### src/rtl/ppbf_pkg.sv
// Package: shared widths, limits, register indexes and stage types for the projection filter.
`default_nettype none
package ppbf_pkg;

   localparam int COORD_WIDTH    = 32;
   localparam int FRAC_BITS      = 16;
   localparam int CSR_ADDR_WIDTH = 5;
   localparam int CSR_DATA_WIDTH = 32;
   localparam int FOCAL_WIDTH    = 31;
   localparam int CFG_WIDTH      = 32;
   localparam int DIFF_WIDTH     = CFG_WIDTH + 1;
   localparam int PROD_WIDTH     = DIFF_WIDTH + COORD_WIDTH;
   localparam int LIM_WIDTH      =
      ((COORD_WIDTH > FRAC_BITS + 8) ? COORD_WIDTH : FRAC_BITS + 8) + 1;

   typedef logic signed [COORD_WIDTH-1:0] coord_type;
   typedef logic signed [CFG_WIDTH-1:0]   cfg_value_type;
   typedef logic        [FOCAL_WIDTH-1:0] focal_type;
   typedef logic signed [DIFF_WIDTH-1:0]  diff_type;
   typedef logic signed [PROD_WIDTH-1:0]  prod_type;
   typedef logic signed [LIM_WIDTH-1:0]   lim_type;

   // depth and lateral limits in metres, fixed point
   localparam lim_type Z_MAX = lim_type'(60 * (2 ** FRAC_BITS));
   localparam lim_type X_MAX = lim_type'(80 * (2 ** FRAC_BITS));
   localparam lim_type X_MIN = -X_MAX;
   localparam lim_type Y_MAX = lim_type'(40 * (2 ** FRAC_BITS));
   localparam lim_type Y_MIN = -Y_MAX;

   typedef enum logic [2:0] {
      REG_FOCAL_X   = 3'd0,
      REG_FOCAL_Y   = 3'd1,
      REG_CENTRE_U  = 3'd2,
      REG_CENTRE_V  = 3'd3,
      REG_BOX_U_MIN = 3'd4,
      REG_BOX_U_MAX = 3'd5,
      REG_BOX_V_MIN = 3'd6,
      REG_BOX_V_MAX = 3'd7
   } reg_index_type;

   typedef struct packed {
      focal_type     focal_x;
      focal_type     focal_y;
      cfg_value_type centre_u;
      cfg_value_type centre_v;
      cfg_value_type box_u_min;
      cfg_value_type box_u_max;
      cfg_value_type box_v_min;
      cfg_value_type box_v_max;
   } cfg_type;

   typedef struct packed {
      coord_type x;
      coord_type y;
      coord_type z;
   } point_type;

   typedef struct packed {
      point_type point;
      diff_type  du_lo;
      diff_type  du_hi;
      diff_type  dv_lo;
      diff_type  dv_hi;
   } screen_type;

   typedef struct packed {
      point_type point;
      prod_type  num_u;
      prod_type  lo_u;
      prod_type  hi_u;
      prod_type  num_v;
      prod_type  lo_v;
      prod_type  hi_v;
   } mult_type;

endpackage
`default_nettype wire

### src/rtl/ppbf_screen.sv
// Stage one: range screen of the point and box edges relative to the centre.
`default_nettype none
module ppbf_screen (
   input  wire logic                   clock,
   input  wire logic                   reset,
   input  wire logic                   advance,
   input  wire logic                   in_valid,
   input  wire ppbf_pkg::point_type    in_point,
   input  wire ppbf_pkg::cfg_type      cfg,
   output logic                        out_valid,
   output ppbf_pkg::screen_type        out_data
);
   import ppbf_pkg::*;

   logic       valid_ff;
   logic       valid_in;
   screen_type data_ff;
   screen_type data_in;
   lim_type    x_ext;
   lim_type    y_ext;
   lim_type    z_ext;
   logic       in_range;

   assign x_ext = lim_type'(in_point.x);
   assign y_ext = lim_type'(in_point.y);
   assign z_ext = lim_type'(in_point.z);

   assign in_range = (z_ext > 0) && (z_ext <= Z_MAX)
                  && (x_ext <= X_MAX) && (x_ext >= X_MIN)
                  && (y_ext <= Y_MAX) && (y_ext >= Y_MIN);

   // out-of-range points are dropped here and never enter the pipe
   assign valid_in = in_valid && in_range;

   always_comb begin
      data_in.point = in_point;
      data_in.du_lo = diff_type'(cfg.box_u_min) - diff_type'(cfg.centre_u);
      data_in.du_hi = diff_type'(cfg.box_u_max) - diff_type'(cfg.centre_u);
      data_in.dv_lo = diff_type'(cfg.box_v_min) - diff_type'(cfg.centre_v);
      data_in.dv_hi = diff_type'(cfg.box_v_max) - diff_type'(cfg.centre_v);
   end

   always_ff @(posedge clock) begin
      if (reset) begin
         valid_ff <= 1'b0;
      end else if (advance) begin
         valid_ff <= valid_in;
      end
   end

   always_ff @(posedge clock) begin
      if (advance && valid_in) begin
         data_ff <= data_in;
      end
   end

   assign out_valid = valid_ff;
   assign out_data  = data_ff;

endmodule
`default_nettype wire

### config.mk
export PLATFORM = sky130hd
export DESIGN_NAME = ppbf_screen
export DESIGN_NICKNAME = d
export VERILOG_FILES = /design/src/rtl/ppbf_pkg.sv /design/src/rtl/ppbf_screen.sv
export SDC_FILE = /design/constraint.sdc
export NUM_CORES = 1
export LEC_CHECK = 0
export BUFFER_PORTS_ARGS = -buffer_cell sky130_fd_sc_hd__buf_4
export CAP_MARGIN = 20
export CORE_AREA = 2 2 224 226
export CTS_CLUSTER_SIZE = 24
export DETAILED_ROUTE_END_ITERATION = 12
export DIE_AREA = 0 0 226 228
export GPL_TIMING_DRIVEN = 0
export PLACE_DENSITY = 0.51
export SLEW_MARGIN = 20
export SYNTH_ARGS = -nofsm -noshare
export SYNTH_HDL_FRONTEND = slang
export SYNTH_SLANG_ARGS = --single-unit
export TNS_END_PERCENT = 50
### constraint.sdc
create_clock -name clock -period 51.9 [get_ports clock]
set_input_delay 15.57 -clock clock [delete_from_list [all_inputs] [get_ports clock]]
set_output_delay 15.57 -clock clock [all_outputs]
set_load 0.02 [all_outputs]
==> results.ini <==
[synthesis]
synthCells=1311
syn_avg_cell_area_um2=10.84
yosysMostFrequentCell=edfxtp_1
ys_warn_count=0
async_flop_share_pct=0
synth.cell_area_mm2=0.01421
synth_top_area_cell=edfxtp_1
ys_seq_area_share_pct=48.31
synth_top_flop_cell=edfxtp_1
synth_area_leaders=edfxtp_1 (48%), ha_1 (11%), xnor2_1 (4.7%), a21oi_1 (4.4%), inv_1 (2.8%)
yosysTopAreaCellShare_pct=48.16
synth.net_count=1797
ys_seq_elements=229
synth_common_cells=edfxtp_1 (228), ha_1 (128), a21oi_1 (126)
synth_edf_count=228
yosysUniqueCellTypes=81

[cells_and_area]
final_layout_size_suffix_gt1_share_pct=32.83
syn2layout_area_growth_pct=42.40
nets=2373
fin_cells=2585
nFillCells=4877

[setup_path]
rr_worst_depth=2
start_kind=input pin
rr_startpoint=out_valid
rrSetupSlack_ns=51.32
r2r-end=out_valid
crit_fanout=13
critPathArrivalTime_ns=18.98
required_ns=52.18
crit_start=in_point[58]
crit_path_end_kind=register
crit_type=input pin to register

[place]
dp_hpwl_um=42040
dp_cells=2528
numPortBuffers=520
gp_congestion=0.9048

[cts]
clockBufferDepth=3
clkTransAtPathRegs_ns=0.06
worstSkewPairLatency_ns=0.56
cts_max_level=1
clkSinkCount=229
cts_tree=built
cts-resized-gates=0
hold_buffers=0
cts_made_buffers=29
cts_setup_buffers=0
cts.root.buffer_cell=clkbuf_16

[floorplanning]
die_area_mm2=0.05153
die_w_um=226
core_mm2=0.04935
die_h_um=228
row_count=82
initial_core_util_pct=28.80
pin_count=583

[min_path]
worstHoldStart=out_valid
hold_path.class=register to register
holdPathStages=2
hold_path_end=out_valid

[global_route]
grt_first_pass_wirelength_um=73640
grt_usage_pct=18.77
antenna_found_initial=10
grt_max_degree=15
grt_pass1_vias=12625
overflow=0

[timing]
tns_ns=0
setup_viol=0
fin_skew_ns=0
hold_viol=0
finalMaxSlewViolations=0
rsz0062_at_grt=no
period_needed_ns=18.70
timing.final.crit_share_pct=36.02
max_slew_margin_pct=52.44
fmax_mhz=53.49
tightest_slew_ns=0.7056

[detailed_routing]
drcViolationCount=0
wirelength_um=50290
viasPerCell=4.814
drtIter0Drc=572
dr.pass1.iters=6
wl_per_cell_um=19.45
drtAntennaViolNets=0
vias=12443

[power_and_ir_drop]
vdd_ir_drop_max_mv=0.02273
leakage_nw=8.653
p_per_area_mw_per_mm2=26.43

[outcome]
status=finished clean

[flow_run]
max_cap_viol_count=0

-- state kept, by name (all words and copies together) (netlist names) --
| name | cells |
|---|---|
| out_valid | 1 |
| out_data | 228 |
-- layer usage --
layer	up-vias	global-route usage, %	share of wire (%)
met5	-	0	0.19
met4	14	6.478	3.6
met3	92	7.522	10
met2	444	34.29	50
met1	5791	19.19	36
li1	6102	-	-
-- report_power, final --
part	leakage, nW	internal [mW]	switching, mW
logic	6.13	0.0537	0.0613
clock network	0.469	0.123	0.0879
registers	2.06	0.209	0.000000000122
-- final cells by class --
type | instances | area (um2) | area share [%]
diodes | 3 | 7.507 | 0.03709
clock inverters | 24 | 262.8 | 1.298
inverters | 107 | 401.6 | 1.984
repair buffers | 545 | 4178 | 20.64
clock buffers | 30 | 729.5 | 3.604
plain buffers | 22 | 106.4 | 0.5254
flip-flops and latches | 229 | 6867 | 33.92
multi-input cells | 953 | 6849 | 33.84
well taps | 672 | 840.8 | 4.154
-- kinds of logic after synthesis --
logic type | after synthesis | synth area share (%)
AND/OR/NAND/NOR | 331 | 11.79
multiplexers | 3 | 0.2113
AO/OA/AOI/OAI | 381 | 17.75
adder cells (fa/ha/maj) | 132 | 11.83
XOR/XNOR | 106 | 6.531
buffers and inverters | 129 | 3.574
flip-flops | 229 | 48.31
-- worst max-delay path by stage --
| stage | end | slack, ns |
|---|---|---|
| detailed placement | out_data[110] | 32.57 |
| finish | out_data[107] | 33.20 |
| global placement | out_data[95] | 14.70 |
| global route | out_data[107] | 32.97 |
| floorplan | out_data[0] | 21.98 |
| CTS | out_data[105] | 33.18 |
-- metrics by stage --
stage | util (%) | cell area [um2] | power [mW] | setup slack, ns | hold WS (ns)
after detailed placement | 38.99 | 19240 | 0.3270 | 32.57 | 0.4870
final | 41.02 | 20240 | 0.5349 | 33.20 | 0.4976
after CTS | 41.00 | 20230 | 0.5441 | 33.18 | 0.5055
after global placement | 38.42 | 18960 | 0.3262 | 14.70 | 0.4779
after floorplan | - | 14210 | 0.2879 | 21.98 | 0.5774
after global routing | 41.01 | 20240 | 0.5639 | 32.97 | 0.5383
-- worst max-delay path: stages --
cell and delay [ns]:
buf_4 0.13, or4_1 0.51, a2111oi_0 0.39, o311ai_1 0.17
o21ai_1 0.17, nor4b_4 0.62, buf_6 0.24, buf_8 0.16
buf_6 0.16, buf_6 0.16, buf_6 0.18, buf_6 0.16
buf_6 0.18, buf_8 0.16
-- cell usage in the layout, fill, tap and decap left out, types with 5 or more instances in the layout --
cell type   synthesis  layout
and2_1              7       7
nor3_1             26      26
nand3_1            32      32
o31a_1              5       5
nor2b_1            24      24
a41oi_1             5       5
a211oi_1           11      11
nand2b_1           12      12
buf_4               0     524
or3_1               9       9
ha_1              128     128
o2111ai_1           6       6
o31ai_1             5       5
edfxtp_1          228     228
nand2_1            80      80
buf_6               3      22
a21oi_1           126     126
o21ai_0            62      62
a31oi_1            13      13
inv_1             107     107
clkbuf_1           18      19
and3_1              5       5
o21bai_1           11      11
clkinvlp_4          0       6
nor2_1             74      74
a21o_1             44      44
clkbuf_16           0      29
o21ai_1            14      14
o211ai_1           10      10
nor4_1             21      21
xor2_1             30      30
xnor2_1            76      76
o21a_1             15      15
nand4_1            16      16
Power figures use the tool's default switching activity.
